File: config.mk
export PLATFORM = sky130hd
export DESIGN_NAME = char_lcd_nibble_write_sequencer_unit
export DESIGN_NICKNAME = d
export VERILOG_FILES = /design/src/rtl/clnws_pkg.sv /design/src/rtl/clnws_core.sv /design/src/rtl/char_lcd_nibble_write_sequencer_unit.sv
export SDC_FILE = /design/constraint.sdc
export NUM_CORES = 1
export LEC_CHECK = 0
export BUFFER_PORTS_ARGS = -buffer_cell sky130_fd_sc_hd__buf_2
export CAP_MARGIN = 5
export CORE_UTILIZATION = 45
export DETAILED_ROUTE_END_ITERATION = 10
export SKIP_LAST_GASP = 1
export SLEW_MARGIN = 20
export SYNTH_ARGS = -nofsm -noshare
export SYNTH_HDL_FRONTEND = slang
export SYNTH_SLANG_ARGS = --single-unit
export TNS_END_PERCENT = 20
File: constraint.sdc
create_clock -name i_clk -period 3.6 [get_ports i_clk]
set_clock_uncertainty 0.15 [all_clocks]
set_input_delay 0.72 -clock i_clk [delete_from_list [all_inputs] [get_ports i_clk]]
set_output_delay 0.72 -clock i_clk [all_outputs]
set_load 0.05 [all_outputs]
File: src/rtl/clnws_pkg.sv
// shared types and constants for the 4-bit character lcd write sequencer
// no dependencies; imported by clnws_core and the top level
package clnws_pkg;

    // operation codes of an input beat
    localparam logic [1:0] OP_TICK = 2'd0;
    localparam logic [1:0] OP_CMD  = 2'd1;
    localparam logic [1:0] OP_DATA = 2'd2;
    localparam logic [1:0] OP_INIT = 2'd3;

    // configuration register indexes
    localparam int unsigned CFG_IDX_W = 3;
    localparam logic [CFG_IDX_W-1:0] REG_E_PULSE   = 3'd0;
    localparam logic [CFG_IDX_W-1:0] REG_NIB_GAP   = 3'd1;
    localparam logic [CFG_IDX_W-1:0] REG_SETTLE    = 3'd2;
    localparam logic [CFG_IDX_W-1:0] REG_POWER_UP  = 3'd3;
    localparam logic [CFG_IDX_W-1:0] REG_DISP_CTRL = 3'd4;

    localparam int unsigned CFG_DATA_W = 16;

    // configuration reset values
    localparam logic [15:0] RST_E_PULSE   = 16'd1000;
    localparam logic [15:0] RST_NIB_GAP   = 16'd200;
    localparam logic [15:0] RST_SETTLE    = 16'd2000;
    localparam logic [15:0] RST_POWER_UP  = 16'd50000;
    localparam logic [3:0]  RST_DISP_CTRL = 4'd12;

    // init byte sequence
    localparam logic [7:0] INIT_FUNC_A   = 8'h33;
    localparam logic [7:0] INIT_FUNC_B   = 8'h32;
    localparam logic [7:0] INIT_FUNC_4B  = 8'h28;
    localparam logic [7:0] DISP_CTRL_BIT = 8'h08;
    localparam logic [7:0] CMD_CLEAR     = 8'h01;
    localparam logic [7:0] CMD_ENTRY     = 8'h06;

    typedef struct packed {
        logic [15:0] e_pulse_ticks;
        logic [15:0] nibble_gap_ticks;
        logic [15:0] command_settle_ticks;
        logic [15:0] power_up_ticks;
        logic [3:0]  display_control;
    } t_cfg;

    typedef struct packed {
        logic [3:0] data_nibble;
        logic       register_select;
        logic       read_write;
        logic       enable;
        logic       busy_res;
        logic       rejected;
    } t_result;

endpackage

File: src/rtl/clnws_core.sv
// sequencer state and next-state logic for the lcd nibble writer
// depends on clnws_pkg; one state update per accepted beat
module clnws_core (
    input  logic              i_clk,
    input  logic              i_rst_n,
    input  logic              i_accept,
    input  logic [1:0]        i_operation,
    input  logic [7:0]        i_byte_value,
    input  clnws_pkg::t_cfg   i_cfg,
    output clnws_pkg::t_result o_result
);
    import clnws_pkg::*;

    localparam logic [2:0] PH_IDLE  = 3'd0;
    localparam logic [2:0] PH_WAIT  = 3'd1;
    localparam logic [2:0] PH_HI    = 3'd2;
    localparam logic [2:0] PH_GAP   = 3'd3;
    localparam logic [2:0] PH_LO    = 3'd4;
    localparam logic [2:0] PH_SETTL = 3'd5;

    localparam logic [3:0] INIT_ACTIONS = 4'd10;

    typedef struct packed {
        logic [2:0]  phase;
        logic [15:0] wait_count;
        logic [7:0]  held_byte;
        logic        held_select;
        logic [3:0]  init_step;
        logic [3:0]  nibble_out;
        logic        enable_out;
    } t_state;

    function automatic t_state begin_byte(t_state s, logic [7:0] b, logic sel, t_cfg c);
        t_state t;
        t = s;
        t.held_byte   = b;
        t.held_select = sel;
        t.nibble_out  = b[7:4];
        t.enable_out  = 1'b1;
        t.phase       = PH_HI;
        t.wait_count  = c.e_pulse_ticks;
        return t;
    endfunction

    function automatic t_state begin_wait(t_state s, logic [15:0] n);
        t_state t;
        t = s;
        t.enable_out = 1'b0;
        t.phase      = PH_WAIT;
        t.wait_count = n;
        return t;
    endfunction

    function automatic t_state init_action(t_state s, logic [3:0] k, t_cfg c);
        t_state t;
        t = s;
        t.init_step = k + 4'd1;
        case (k)
            4'd0:    t = begin_wait(t, c.power_up_ticks);
            4'd1:    t = begin_byte(t, INIT_FUNC_A, 1'b0, c);
            4'd2:    t = begin_byte(t, INIT_FUNC_B, 1'b0, c);
            4'd3:    t = begin_byte(t, INIT_FUNC_4B, 1'b0, c);
            4'd4:    t = begin_wait(t, c.e_pulse_ticks);
            4'd5:    t = begin_byte(t, DISP_CTRL_BIT | {4'h0, c.display_control}, 1'b0, c);
            4'd6:    t = begin_wait(t, c.e_pulse_ticks);
            4'd7:    t = begin_byte(t, CMD_CLEAR, 1'b0, c);
            4'd8:    t = begin_wait(t, c.command_settle_ticks);
            default: t = begin_byte(t, CMD_ENTRY, 1'b0, c);
        endcase
        return t;
    endfunction

    function automatic t_state advance(t_state s, t_cfg c);
        t_state t;
        t = s;
        if (s.wait_count > 16'd1) begin
            t.wait_count = s.wait_count - 16'd1;
        end else begin
            unique case (s.phase)
                PH_HI: begin
                    t.enable_out = 1'b0;
                    t.phase      = PH_GAP;
                    t.wait_count = c.nibble_gap_ticks;
                end
                PH_GAP: begin
                    t.nibble_out = s.held_byte[3:0];
                    t.enable_out = 1'b1;
                    t.phase      = PH_LO;
                    t.wait_count = c.e_pulse_ticks;
                end
                PH_LO: begin
                    t.enable_out = 1'b0;
                    t.phase      = PH_SETTL;
                    t.wait_count = c.command_settle_ticks;
                end
                default: begin
                    // segment done: next init action or back to idle
                    if (s.init_step != 4'd0 && s.init_step < INIT_ACTIONS) begin
                        t = init_action(s, s.init_step, c);
                    end else begin
                        t.init_step  = 4'd0;
                        t.enable_out = 1'b0;
                        t.phase      = PH_IDLE;
                        t.wait_count = 16'd0;
                    end
                end
            endcase
        end
        return t;
    endfunction

    t_state r_state;
    t_state n_state;
    logic   busy;
    logic   rejected;

    assign busy = (r_state.phase != PH_IDLE);

    always_comb begin
        n_state  = r_state;
        rejected = 1'b0;
        if (i_operation == OP_TICK) begin
            if (busy) begin
                n_state = advance(r_state, i_cfg);
            end
        end else if (busy) begin
            rejected = 1'b1;
        end else if (i_operation == OP_INIT) begin
            n_state.held_select = 1'b0;
            n_state = init_action(n_state, 4'd0, i_cfg);
        end else begin
            n_state.init_step = 4'd0;
            n_state = begin_byte(n_state, i_byte_value, (i_operation == OP_DATA), i_cfg);
        end
    end

    always_ff @(posedge i_clk) begin
        if (!i_rst_n) begin
            r_state <= '0;
        end else if (i_accept) begin
            r_state <= n_state;
        end
    end

    // result shows the pins after this beat
    always_comb begin
        o_result.data_nibble     = n_state.nibble_out;
        o_result.register_select = n_state.held_select;
        o_result.read_write      = 1'b0;
        o_result.enable          = n_state.enable_out;
        o_result.busy_res        = (n_state.phase != PH_IDLE);
        o_result.rejected        = rejected;
    end

endmodule

File: src/rtl/char_lcd_nibble_write_sequencer_unit.sv
// top level: 4-bit character lcd write sequencer with config port and skid output
// depends on clnws_pkg and clnws_core
// a result is registered in the output register, or in the skid while that is held
// throughput: one beat per cycle while o_in_stall is low; one short state step per beat
// a two-entry output buffer (output register plus skid) lets input keep flowing
// reset clears the sequencer to idle, loads config defaults and empties the buffer
module char_lcd_nibble_write_sequencer_unit (
    input  logic                               i_clk,
    input  logic                               i_rst_n,
    input  logic                               i_in_valid,
    output logic                               o_in_stall,
    input  logic [1:0]                         i_operation,
    input  logic [7:0]                         i_byte_value,
    output logic                               o_out_valid,
    input  logic                               i_out_stall,
    output logic [3:0]                         o_data_nibble,
    output logic                               o_register_select,
    output logic                               o_read_write,
    output logic                               o_enable,
    output logic                               o_busy_res,
    output logic                               o_rejected,
    input  logic                               i_cfg_valid,
    output logic                               o_cfg_ready,
    input  logic [clnws_pkg::CFG_IDX_W-1:0]    i_cfg_index,
    input  logic [clnws_pkg::CFG_DATA_W-1:0]   i_cfg_data
);
    import clnws_pkg::*;

    t_cfg    r_cfg;
    t_result core_result;
    t_result r_out;
    t_result r_skid;
    logic    r_out_valid;
    logic    r_skid_valid;
    logic    in_accept;
    logic    out_take;

    assign o_cfg_ready = 1'b1;
    assign o_in_stall  = r_skid_valid;
    assign in_accept   = i_in_valid & ~r_skid_valid;
    assign out_take    = r_out_valid & ~i_out_stall;

    always_ff @(posedge i_clk) begin
        if (!i_rst_n) begin
            r_cfg.e_pulse_ticks        <= RST_E_PULSE;
            r_cfg.nibble_gap_ticks     <= RST_NIB_GAP;
            r_cfg.command_settle_ticks <= RST_SETTLE;
            r_cfg.power_up_ticks       <= RST_POWER_UP;
            r_cfg.display_control      <= RST_DISP_CTRL;
        end else if (i_cfg_valid) begin
            unique case (i_cfg_index)
                REG_E_PULSE:   r_cfg.e_pulse_ticks        <= i_cfg_data;
                REG_NIB_GAP:   r_cfg.nibble_gap_ticks     <= i_cfg_data;
                REG_SETTLE:    r_cfg.command_settle_ticks <= i_cfg_data;
                REG_POWER_UP:  r_cfg.power_up_ticks       <= i_cfg_data;
                REG_DISP_CTRL: r_cfg.display_control      <= i_cfg_data[3:0];
                default: ;
            endcase
        end
    end

    clnws_core u_core (
        .i_clk        (i_clk),
        .i_rst_n      (i_rst_n),
        .i_accept     (in_accept),
        .i_operation  (i_operation),
        .i_byte_value (i_byte_value),
        .i_cfg        (r_cfg),
        .o_result     (core_result)
    );

    // output buffer control
    always_ff @(posedge i_clk) begin
        if (!i_rst_n) begin
            r_out_valid  <= 1'b0;
            r_skid_valid <= 1'b0;
        end else if (out_take) begin
            if (r_skid_valid) begin
                r_skid_valid <= 1'b0;
            end else begin
                r_out_valid <= in_accept;
            end
        end else if (in_accept) begin
            if (r_out_valid) begin
                r_skid_valid <= 1'b1;
            end else begin
                r_out_valid <= 1'b1;
            end
        end
    end

    // output buffer payload
    always_ff @(posedge i_clk) begin
        if (out_take) begin
            if (r_skid_valid) begin
                r_out <= r_skid;
            end else if (in_accept) begin
                r_out <= core_result;
            end
        end else if (in_accept) begin
            if (r_out_valid) begin
                r_skid <= core_result;
            end else begin
                r_out <= core_result;
            end
        end
    end

    assign o_out_valid       = r_out_valid;
    assign o_data_nibble     = r_out.data_nibble;
    assign o_register_select = r_out.register_select;
    assign o_read_write      = r_out.read_write;
    assign o_enable          = r_out.enable;
    assign o_busy_res        = r_out.busy_res;
    assign o_rejected        = r_out.rejected;

endmodule
* Yosys cells after proc, flatten, opt, wreduce, memory -nomap -nowiden
Index checks and enable logic that the tools add are counted.
Word-level totals: flip-flop bits (word level) 119, input bits 34, logic and storage cells 115
Operators by class: $add $sub $neg 2, magnitude comparators 2, equality and inequality tests 28, multiplexer cells 27, bitwise operators 6, reduce and logical (&&, ||, !) cells 25
Operators with widths (number):
- one-hot mux 36 bit (8 select lines) | 1
- two-way mux 37 bit | 3
- one-hot mux 19 bit (3 select lines) | 1
- two-way mux 9 bit | 6
- two-way mux 36 bit | 1
- two-way mux 19 bit | 1
- two-way mux 18 bit | 1
- == test 4 x 3 -> 1 bit, second input constant | 4
- > comparator 16 x 1 -> 1 bit, second input constant | 1
- two-way mux 16 bit | 1
- != test 2 bit, second input constant | 8
- subtractor 16 x 1 -> 16 bit, second input constant | 1
- AND reduction 2 bit | 7
- two-way mux 13 bit | 1
- == test 3 x 2 -> 1 bit, second input constant | 4
- AND reduction 10 bit | 1
- AND reduction 3 bit | 3
- == test 4 x 2 -> 1 bit, second input constant | 2
- two-way mux 4 bit | 2
- one-hot mux 4 bit (2 select lines) | 1
- == test 3 bit, second input constant | 2
- two-way mux 1 bit | 6
- != test 2 x 1 -> 1 bit, second input constant | 3
- nonzero test 3 bit | 2
- 19 further kinds | 27

* Depth between registers and ports, before layout
depth in word-level cells 12, depth in mapped cells 12, mapped depth without buffers 8

* Cells and area by module
Synthesis repeated with hierarchy kept, for this count alone.
Second synthesis, totals: cells, all modules 799, area total of the unflattened synthesis 7020.5 µm²
By module, submodules not included:
- clnws_core | times used 1, cells an instance 499, area each 3599.7 µm²
- char_lcd_nibble_write_sequencer_unit | times used 1, cells an instance 300, area each 3420.8 µm²

* Least setup slack after synthesis
Ideal clock, no wire load.
path kind reg-to-reg, start register u_core.r_state[34] (netlist bit), end register u_core.r_state[7] (netlist bit), library setup time 117 ps, data arrival time 2506 ps, data required time 3333 ps, setup slack 827 ps, stages on the path, launching flop included 13, path buffers 4, cell sequence dfxtp_1 > clkbuf_1 > nor3_1 > buf_2 > inv_1 > clkbuf_1 > ha_1 > and2_1 > clkbuf_1 > nand2_1 > a21oi_1 > o21ai_0 > a32o_1
Between the ends: longest elaborated chain between the ends 4, elaborated cells between the ends (all ways) 10
RTL lines:
- start, declared | RTL line clnws_core.sv:112 | t_state r_state;
- start signal, assigned | RTL line clnws_core.sv:141 | r_state <= n_state;
- == test 3 x 2 -> 1 bit / == test 3 bit (equally long branches) | RTL line clnws_core.sv:79 | unique case (s.phase)
- OR reduction 3 bit (no source line)
- != test 2 bit (no source line)
- AND reduction 5 bit (no source line) (*)
Mark *: on every way between the ends. The rest lies on a longest branch, timed or not. A chain may end at the register's enable or synchronous reset.

==> impl_results.md <==
- Final Critical Period: 2.82 ns
- Vias in the first global route: 6077
- Core Footprint: between 10000 and 15000 um^2
- Async SR Flop Fraction: 0
- Register-to-Register Path Depth: 9
- Relative slew slack: 0.376
- Finished Core Util: 0.536
- Initial antenna violation count: 0
- Chip width: 123 um
- # resized after CTS: 0
- Leakage: 2.75 nW
- Clock edge transition at the registers on the reported setup and hold paths: 0.06 ns
- Yosys top cell by area: dfxtp_1
- First-pass GRT wire length: 31.7 mm
- Syn avg cell area: 7.90 um^2
- Placed insts: 1016
- Final hold violation count: 0
- GPL Wtd Cong: ~0.86
- Tot GR Track Use: 0.277
- Total congestion overflow: 0
- Yosys warning total: 0
- Post-synth cell types: 77
- Critical path arrival: 2.84 ns
- Outcome: finished, final reports clean
- Setup TNS: 0 ns
- Worst path max stage delay: between 0.4 and 0.5 ns
- Hold path depth: 2
- Starting Density: 0.468
- Most used cell, CP: a211oi_1
- Slew @ Worst Pin: about 0.93 ns
- Max Slew Vio Count: 0
- Setup violators final: 0
- Max-cap viol count: 0
- Critical path buffers and inverters: 2
- ANT cells: 0
- Depth of the CTS H-tree: 4
- HPWL Detailed: about 14 mm
- Die Ht: approximately 120 um
- Detail Route Antenna Nets: 0
- Sequential fraction of the synthesis area: 0.383
- I/O pin count: 46
- Number of I/O port buffers: 43
- Die area: 15100 um^2
- Routed via count: 6310
- CTS buffer count: 17
- Top_reg_cell synth: dfxtp_1
- Min-delay worst type: flop to flop
- Syn Nets: 876
- Wire per inst: 19.0 um
- Commonest non-fill, non-tap cell in the layout: nand2_1
- CTS max path bufs: 2
- Number of hold buffers added after CTS: 0
- Synth top area cells: dfxtp_1 (31%), nand2_1 (10%), edfxtp_1 (7.3%)
- Post-synth EDFFs: 16
- Cell family with most CP delay: compound AO/OA/AOI/OAI gates
- Final wirelength: 19.9 mm
- Iter 0 DRT Violations: roughly 560
- CP cell instances: inv_1 -> ha_1 -> nor4bb_1 -> buf_4 -> a211oi_1 -> nor3_1 -> a211oi_1 -> o31ai_1 -> mux2_2
- Remaining DRCs: 0
- Max FO, Critical Path: 8
- Share of Yosys cell area claimed by the top area cell type: 0.310
- Postcts setup bufs: 0
- Share of layout cells above drive strength 1: 0.137
- PD cells: 552 nW/um^2
- Critical setup path kind: flop to flop
- Type of origin of the critical path: flop
- Finished Layout Cells: 1048
- Commonest cells after routing, fill and taps aside: nand2_1 (184), dfxtp_1 (102), a21oi_1 (50)
- Drt pass-1 iters: 5
- Period utilization: 0.782
- Syn Inst Count: 835
- Nets: 896
- Skew-Pair Late Insertion Delay: 0.42 ns
- Area growth, synth to finish: 14.6%
- Largest net degree at the start of global routing: 64
- Peak VDD IR: 0.000320 V
- CTS tree: done
- RSZ-0062 raised after global routing: no
- Yosys reg bits: 118
- Post-Syn Area: 6590 um^2
- WP depth: 9
- CP required: ~3.6 ns
- Slowest-stage cell, CP: dfxtp_1
- Row count: 43
- Via density: about 6
- Crit. End Element: flop
- Root Driver: clkbuf_16
- Power, Total: 4.17 mW
- Clock sink count: 118
- Achievable Freq: 355 MHz
## cells in the mapped netlist (all sizes together) (8+ instances only)
library cell	count
o22ai	10
a31oi	8
nor3	16
clkbuf	47
buf	16
mux2i	18
a22oi	12
nand2	186
a21oi	51
o221ai	9
dfxtp	102
nor2b	9
inv	14
a21boi	47
nor2	50
edfxtp	16
nand3	30
o21ai	48
a221oi	14
a211oi	13
## cells by family after synthesis
| family | after synthesis | share of synthesized area |
|---|---|---|
| flops | 118 | 0.383 |
| mux | 24 | 0.0376 |
| compound gates | 259 | 0.268 |
| buf+inv | 77 | 0.0526 |
| fa+ha+maj | 7 | 0.0133 |
| other cells | 2 | 0.00114 |
| xor+xnor | 8 | 0.0106 |
| simple gates | 340 | 0.235 |
## per-layer routing
metal / GRT usage / share of wire / vias up
met1: 0.338 / 0.43 / 2946
met5: 0 / 0 / -
met3: 0.0517 / 0.057 / 59
met2: 0.466 / 0.48 / 247
li1: - / - / 3058
met4: 0.141 / 0.038 / 0
## tightest hold or removal path, cell delays in order, from the launching register on
cell and delay (ns):
dfxtp_1 0.31, nand2_1 0.05, a21boi_1 0.05
## sequential cells by signal (all words and copies together), names as in the netlist
register,count
r_cfg,67
u_core.r_state,33
r_skid,8
o_data_nibble,4
o_busy_res,1
o_enable,1
o_in_stall,1
o_out_valid,1
o_register_select,1
o_rejected,1
## power by group
| group | switching (mW) | internal [mW] | leakage [nW] |
|---|---|---|---|
| clock network | 0.624 | 1.29 | 0.312 |
| registers | 0.0664 | 1.42 | 0.982 |
| logic | 0.509 | 0.263 | 1.45 |
## cell type report
class	instances	area (um^2)
fillers	1315	6540
multi-input cells	640	3720
flip-flops and latches	118	2520
clock buffers	17	425
repair buffers	64	373
clock inverters	15	233
well taps	180	225
inverters	14	52.6
## worst paths after layout
kind / startpoint / end / slack, ns
max: u_core.r_state[6] / o_busy_res / 0.78
min: r_cfg[47] / r_cfg[47] / 0.31
max reg2reg: u_core.r_state[6] / o_busy_res / 0.78
min reg2reg: r_cfg[47] / r_cfg[47] / 0.31
## through the flow
stage	setup slack [ns]	cell area, um^2	hold slack, ns
3_5_place_dp	0.497	6900	0.306
6_report	0.784	7560	0.308
2_1_floorplan	0.827	6590	0.285
4_1_cts	0.822	7560	0.314
3_3_place_gp	0.602	6900	0.297
5_1_grt	0.567	7560	0.342
Note: power is estimated with default switching activity, not from simulation.
